--- src/hdl/fpa_pkg.sv ---
// Shared types and codes for the fit-policy piece allocator.
package fpa_pkg;

  typedef struct packed {
    logic        func;
    logic [15:0] amount;
  } in_beat_t;

  typedef struct packed {
    logic [1:0]  status;
    logic [5:0]  slot;
    logic [15:0] remaining;
  } out_beat_t;

  localparam logic FUNC_LOAD    = 1'b0;
  localparam logic FUNC_REQUEST = 1'b1;

  localparam logic [1:0] ST_LOADED    = 2'd0;
  localparam logic [1:0] ST_FULL      = 2'd1;
  localparam logic [1:0] ST_ALLOCATED = 2'd2;
  localparam logic [1:0] ST_NO_FIT    = 2'd3;

  localparam logic [1:0] POL_FIRST = 2'd0;
  localparam logic [1:0] POL_BEST  = 2'd1;
  localparam logic [1:0] POL_WORST = 2'd2;
  localparam logic [1:0] POL_UNDEF = 2'd3;

endpackage

--- src/hdl/fpa_ram.sv ---
// Generic single-port-write, single-port-read RAM with registered read data.
module fpa_ram #(
  parameter int WIDTH = 16,
  parameter int DEPTH = 64
) (
  input  logic                             clk,
  input  logic                             wr_en,
  input  logic [(DEPTH>1?$clog2(DEPTH):1)-1:0] wr_addr,
  input  logic [WIDTH-1:0]                 wr_data,
  input  logic [(DEPTH>1?$clog2(DEPTH):1)-1:0] rd_addr,
  output logic [WIDTH-1:0]                 rd_data
);

  logic [WIDTH-1:0] mem [DEPTH];

  always_ff @(posedge clk) begin
    if (wr_en) begin
      mem[wr_addr] <= wr_data;
    end
    rd_data <= mem[rd_addr];
  end

endmodule

--- src/hdl/fit_policy_piece_allocator.sv ---
// Top level of the fit-policy piece allocator: sequencer, scan compare and output register.
//
// A load goes from acceptance straight to the result state. A request
// scans the table newest to oldest, one piece per cycle through the single
// read port of the piece RAM (read setup, one compare per piece, cut,
// result); first fit stops at the first piece that fits. A request on an
// empty table or with policy 3 goes straight to the result without a scan.
// One beat is in work at a time; the result waits in an output register.
module fit_policy_piece_allocator #(
  parameter int PIECES = 64
) (
  input  logic             clk,
  input  logic             rst_n,
  input  logic             cfg_wr_en,
  input  logic [1:0]       cfg_wr_data,
  input  logic             in_valid,
  output logic             in_stall,
  input  fpa_pkg::in_beat_t  in_data,
  output logic             out_valid,
  input  logic             out_stall,
  output fpa_pkg::out_beat_t out_data
);
  import fpa_pkg::*;

  localparam int AW = (PIECES > 1) ? $clog2(PIECES) : 1;
  localparam int CW = $clog2(PIECES + 1);

  localparam logic [1:0] S_IDLE = 2'd0;
  localparam logic [1:0] S_SCAN = 2'd1;
  localparam logic [1:0] S_CUT  = 2'd2;
  localparam logic [1:0] S_DONE = 2'd3;

  logic [1:0]    state_r, state_nxt;
  logic [1:0]    policy_r, policy_nxt;
  logic [CW-1:0] count_r, count_nxt;
  logic [AW-1:0] scan_r, scan_nxt;
  logic [AW-1:0] pick_r, pick_nxt;
  logic [15:0]   pick_len_r, pick_len_nxt;
  logic          found_r, found_nxt;
  logic [15:0]   amount_r, amount_nxt;
  out_beat_t     res_r, res_nxt;
  logic          out_valid_r, out_valid_nxt;
  out_beat_t     out_data_r, out_data_nxt;

  logic          wr_en;
  logic [AW-1:0] wr_addr, rd_addr;
  logic [15:0]   wr_data, rd_data;
  logic          accept, full, fits, better;
  logic [16:0]   diff;
  logic [15:0]   cut_len;

  fpa_ram #(.WIDTH(16), .DEPTH(PIECES)) u_ram (
    .clk     (clk),
    .wr_en   (wr_en),
    .wr_addr (wr_addr),
    .wr_data (wr_data),
    .rd_addr (rd_addr),
    .rd_data (rd_data)
  );

  assign accept  = in_valid && !in_stall;
  assign in_stall = (state_r != S_IDLE);
  assign full    = (count_r == CW'(PIECES));
  assign diff    = {1'b0, rd_data} - {1'b0, amount_r};
  assign fits    = !diff[16];
  assign cut_len = pick_len_r - amount_r;
  assign out_valid = out_valid_r;
  assign out_data  = out_data_r;

  always_comb begin
    unique case (policy_r)
      POL_FIRST: better = fits;
      POL_BEST:  better = fits && (!found_r || rd_data < pick_len_r);
      POL_WORST: better = !found_r || rd_data > pick_len_r;
      default:   better = 1'b0;
    endcase
  end

  always_comb begin
    state_nxt     = state_r;
    policy_nxt    = policy_r;
    count_nxt     = count_r;
    scan_nxt      = scan_r;
    pick_nxt      = pick_r;
    pick_len_nxt  = pick_len_r;
    found_nxt     = found_r;
    amount_nxt    = amount_r;
    res_nxt       = res_r;
    out_valid_nxt = out_valid_r;
    out_data_nxt  = out_data_r;
    wr_en         = 1'b0;
    wr_addr       = pick_r;
    wr_data       = cut_len;
    rd_addr       = scan_r - AW'(1);

    if (cfg_wr_en) begin
      policy_nxt = cfg_wr_data;
    end
    if (out_valid_r && !out_stall) begin
      out_valid_nxt = 1'b0;
    end

    unique case (state_r)
      S_IDLE: begin
        rd_addr = AW'(count_r - CW'(1));
        if (accept) begin
          amount_nxt = in_data.amount;
          found_nxt  = 1'b0;
          scan_nxt   = AW'(count_r - CW'(1));
          state_nxt  = S_DONE;
          if (in_data.func == FUNC_LOAD) begin
            if (full) begin
              res_nxt = '{status: ST_FULL, slot: 6'd0, remaining: 16'd0};
            end else begin
              wr_en     = 1'b1;
              wr_addr   = AW'(count_r);
              wr_data   = in_data.amount;
              count_nxt = count_r + CW'(1);
              res_nxt   = '{status: ST_LOADED, slot: 6'(count_r), remaining: 16'd0};
            end
          end else if (count_r == '0 || policy_r == POL_UNDEF) begin
            res_nxt = '{status: ST_NO_FIT, slot: 6'd0, remaining: 16'd0};
          end else begin
            state_nxt = S_SCAN;
          end
        end
      end
      S_SCAN: begin
        scan_nxt = scan_r - AW'(1);
        if (better) begin
          found_nxt    = 1'b1;
          pick_nxt     = scan_r;
          pick_len_nxt = rd_data;
        end
        if (scan_r == '0 || (policy_r == POL_FIRST && fits)) begin
          state_nxt = S_CUT;
        end
      end
      S_CUT: begin
        state_nxt = S_DONE;
        if (found_r && (policy_r != POL_WORST || amount_r < pick_len_r)) begin
          wr_en   = 1'b1;
          res_nxt = '{status: ST_ALLOCATED, slot: 6'(pick_r), remaining: cut_len};
        end else begin
          res_nxt = '{status: ST_NO_FIT, slot: 6'd0, remaining: 16'd0};
        end
      end
      S_DONE: begin
        if (!out_valid_r || !out_stall) begin
          out_valid_nxt = 1'b1;
          out_data_nxt  = res_r;
          state_nxt     = S_IDLE;
        end
      end
      default: state_nxt = S_IDLE;
    endcase
  end

  always_ff @(posedge clk) begin
    if (!rst_n) begin
      state_r     <= S_IDLE;
      policy_r    <= POL_FIRST;
      count_r     <= '0;
      found_r     <= 1'b0;
      out_valid_r <= 1'b0;
    end else begin
      state_r     <= state_nxt;
      policy_r    <= policy_nxt;
      count_r     <= count_nxt;
      found_r     <= found_nxt;
      out_valid_r <= out_valid_nxt;
    end
    scan_r     <= scan_nxt;
    pick_r     <= pick_nxt;
    pick_len_r <= pick_len_nxt;
    amount_r   <= amount_nxt;
    res_r      <= res_nxt;
    out_data_r <= out_data_nxt;
  end

endmodule
--- config.mk ---
export PLATFORM = sky130hd
export DESIGN_NAME = fit_policy_piece_allocator
export DESIGN_NICKNAME = d
export VERILOG_FILES = /design/src/hdl/fpa_pkg.sv /design/src/hdl/fpa_ram.sv /design/src/hdl/fit_policy_piece_allocator.sv
export SDC_FILE = /design/constraint.sdc
export NUM_CORES = 2
export LEC_CHECK = 0
export ABC_AREA = 0
export BUFFER_PORTS_ARGS = -buffer_cell sky130_fd_sc_hd__buf_2
export CAP_MARGIN = 20
export CORE_ASPECT_RATIO = 2
export CORE_MARGIN = 8
export CORE_UTILIZATION = 55
export DETAILED_ROUTE_END_ITERATION = 16
export PLACE_DENSITY = 0.71
export SLEW_MARGIN = 20
export SYNTH_ARGS = -nofsm -noshare
export SYNTH_HDL_FRONTEND = slang
export SYNTH_SLANG_ARGS = --single-unit
--- constraint.sdc ---
create_clock -name clk -period 15.5 [get_ports clk]
set_input_delay 3.1 -clock clk [delete_from_list [all_inputs] [get_ports clk]]
set_output_delay 3.1 -clock clk [all_outputs]
set_load 0.05 [all_outputs]
==> results by group <==
Status
  – Status: completed

Finish
  – Finished Layout Cells: 3705
  – Layout cells sized above 1: 0.220
  – Final Core Density: 0.617
  – # fillers: 5637
  – Syn-to-layout area delta: 11.1%
  – NumNets Final: 2657

Logic synthesis
  – Count leader, synth: edfxtp_1
  – Async SR Flop Fraction: 0
  – Top cell type by total area after synthesis: edfxtp_1
  – Synth cell count leaders: edfxtp_1, nand2_1, mux4_2
  – Syn. warnings: 0
  – Mapped Cells: 2450
  – Most used DFF post-synth: edfxtp_1
  – Netlist cell types: 68
  – Post-synth EDFFs: 1116
  – Syn avg cell area: 18.7 um2
  – Sequential area share after synthesis: 0.745
  – Ranking of synthesized cells by area: edfxtp_1, mux4_2, nand2_1
  – Post-synthesis register bit count: 1145
  – Synth top area share: 0.732
  – Syn nets: 2531
  – Netlist Area Pre-Place: 45800 um2

Run
  – Max cap viols: 0

Critical path
  – Reg2Reg Depth: 10
  – Critical path arrival: 6190 ps
  – R2r endpoint: u_ram.rd_data[4]$_DFF_P_
  – Crit end category: register
  – Startpoint types: input port
  – Crit. Startpoint: in_valid
  – Flop-to-flop setup slack: 9770 ps
  – Kind of critical path: input port to register
  – CP Max Fanout: 19
  – CP Data Required Time: 15880 ps
  – Critical R2R Launch: count_r[0]$_SDFFE_PN0P_

Routing
  – Routed vias/inst: 6.40
  – Post-DR wirelength/cell: 31.7 um
  – Post-route ant nets: 0
  – DRT Wirelength: 117000 um
  – Vias: 23729
  – DRC viols: 0
  – DRT Pass-1 Iters: 7
  – Iteration-0 DRC Markers: 2512

Power and ir drop
  – Clk network pwr share: 0.234
  – Net Sw Power: 3.70 mW
  – Worst vdd ir: 180 uV
  – Reg power frac: 0.405
  – Leak: 16.6 nW
  – Int Pwr: 6.62 mW
  – Switching share of total power: 0.359
  – Pwr Total: 10.3 mW
  – Comb pwr share: 0.361
  – P per Cell Area: 203 nW/um2

Timing
  – Slew HR: 0.257
  – Fin crit share: 0.375
  – Setup Total Neg Slack: 0 ps
  – Final min period: 5810 ps
  – RSZ-0062 raised after global routing: no
  – Slew @ Worst Pin: 1120 ps
  – Max frequency: 172 MHz
  – Final clock skew: 19.8 ps
  – Slew Limit Fails: 0
  – Final number of hold-violating endpoints: 0
  – Endpoints failing setup: 0

CTS
  – Clock transition at the registers of the reported paths: 70 ps
  – Clock root buffer: clkbuf_16
  – CTS H-Tree Depth: 3
  – CTS tree: yes
  – Post-CTS Setup Repair Bufs: 0
  – Sink Count: 1145
  – Total CTS buffers: 92
  – Max Root-Sink Buffers: 3
  – CTS Hold Bufs: 0
  – Post-CTS resize count: 0
  – Worst-Skew Late Latency: 690 ps

Placement
  – IO Port Bufs: 49
  – Placed Instances: 3538
  – Global placer's final weighted congestion: 0.962
  – Final HPWL DP: 75900 um

Hold path
  – Hold path startpoint: res_r[9]$_SDFFCE_PN0P_
  – Worst hold-check path type: register to register
  – Worst Hold Path Cells: 0
  – Worst Hold End: out_data[9]$_DFFE_PP_

Global route
  – Largest net degree at the start of global routing: 118
  – Initial antenna violation count: 1
  – GRT Util Overall: 0.254
  – Total grt overflow: 0
  – Vias in the first global route: 24612
  – First-pass GRT wire length: 169000 um

Die
  – Die area: 93300 um2
  – Row count: 149
  – Core Area: 82400 um2
  – Die X: 220 um
  – Top Ports: 50
  – Starting Density: 0.556
  – Die Height: 424 um
-- cells in the final DEF, fill, tap and decap left out, types with 11 or more instances in the layout --
| cell type | synthesis | routed |
|---|---|---|
| nand2_1 | 255 | 254 |
| mux4_2 | 240 | 240 |
| edfxtp_1 | 1116 | 1116 |
| a21oi_1 | 52 | 47 |
| a31oi_1 | 18 | 18 |
| o21ai_0 | 43 | 32 |
| mux2i_1 | 61 | 58 |
| dfxtp_1 | 29 | 29 |
| clkbuf_16 | 0 | 94 |
| ha_1 | 56 | 56 |
| buf_2 | 48 | 49 |
| and2_1 | 13 | 13 |
| buf_4 | 6 | 95 |
| a21o_1 | 17 | 17 |
| clkinv_1 | 1 | 14 |
| bufinv_16 | 0 | 14 |
| o21ai_4 | 0 | 11 |
| clkinv_2 | 0 | 19 |
| a211oi_1 | 14 | 13 |
| inv_1 | 51 | 51 |
| nand3_1 | 66 | 66 |
| a221oi_1 | 14 | 14 |
| nor2_1 | 114 | 108 |
| xnor2_1 | 15 | 15 |
-- worst max path at each step --
stage,end,slack (ps),depth (start not counted)
floorplan,u_ram.mem[0][7]$_DFFE_PP_,8550,4
global placement,u_ram.mem[2][10]$_DFFE_PP_,8950,7
detailed placement,u_ram.mem[3][13]$_DFFE_PP_,8840,7
CTS,u_ram.mem[3][13]$_DFFE_PP_,9550,7
global route,u_ram.mem[2][12]$_DFFE_PP_,9690,8
finish,u_ram.mem[2][12]$_DFFE_PP_,9690,8
-- critical path: stages --
cell     delay (ps)
buf_2            90
nand2_1         170
or3_1           720
or3_1           450
o31ai_1         110
nand2_1         560
nor2_1          690
buf_4           300
-- power by group through the flow --
| stage | clock network [mW] | registers [mW] | logic (mW) |
|---|---|---|---|
| floorplan | 0 | 4.31 | 2.22 |
| global placement | 0 | 4.24 | 3.64 |
| detailed placement | 0 | 4.25 | 3.74 |
| CTS | 2.45 | 4.18 | 3.75 |
| global route | 2.55 | 4.19 | 3.90 |
| finish | 2.42 | 4.18 | 3.73 |
-- state kept, by name, summed over array words and instances, names as in the netlist --
register	flops
u_ram.mem	1024
out_data	24
res_r	24
amount_r	16
pick_len_r	16
u_ram.rd_data	16
count_r	7
pick_r	6
scan_r	6
policy_r	2
state_r	2
found_r	1
out_valid	1
-- metrics by stage --
| step | hold slack (ps) | setup slack (ps) | instance area, um2 |
|---|---|---|---|
| after CTS | 421 | 9550 | 50800 |
| after detailed placement | 405 | 8840 | 47700 |
| after global placement | 402 | 8950 | 47700 |
| after global routing | 429 | 9690 | 50900 |
| final | 416 | 9690 | 50900 |
| after floorplan | 400 | 8550 | 45800 |
-- cell families (layout without fill, tap and decap cells) --
family                   count (synthesis)  in the layout  synth area share
multiplexers                           305            305             0.132
flip-flops                            1145           1145             0.745
XOR/XNOR                                24             24           0.00459
buffers and inverters                  168            365            0.0189
AND/OR/NAND/NOR                        509            509            0.0484
AO/OA/AOI/OAI                          242            242            0.0355
other                                    0              1                 0
adder cells (fa/ha/maj)                 57             57            0.0157
-- cell type report --
class                           count  area (um2)  share of cell area
Timing Repair Buffer              147        1010              0.0199
Sequential cell                  1145       34100               0.670
Antenna cell                        1        2.50           0.0000492
Multi-Input combinational cell   1137       11100               0.219
Inverter                           53         199             0.00391
Clock buffer                      102        2380              0.0468
Clock inverter                     63         708              0.0139
Tap cell                         1057        1320              0.0260
-- metal layers --
| layer | part of all wire | global-route usage | vias up |
|---|---|---|---|
| li1 | - | - | 10021 |
| met1 | 0.33 | 0.284 | 12276 |
| met2 | 0.52 | 0.429 | 1120 |
| met3 | 0.066 | 0.0399 | 312 |
| met4 | 0.091 | 0.198 | 0 |
| met5 | 0 | 0 | - |
(Power assumes the default switching activity.)
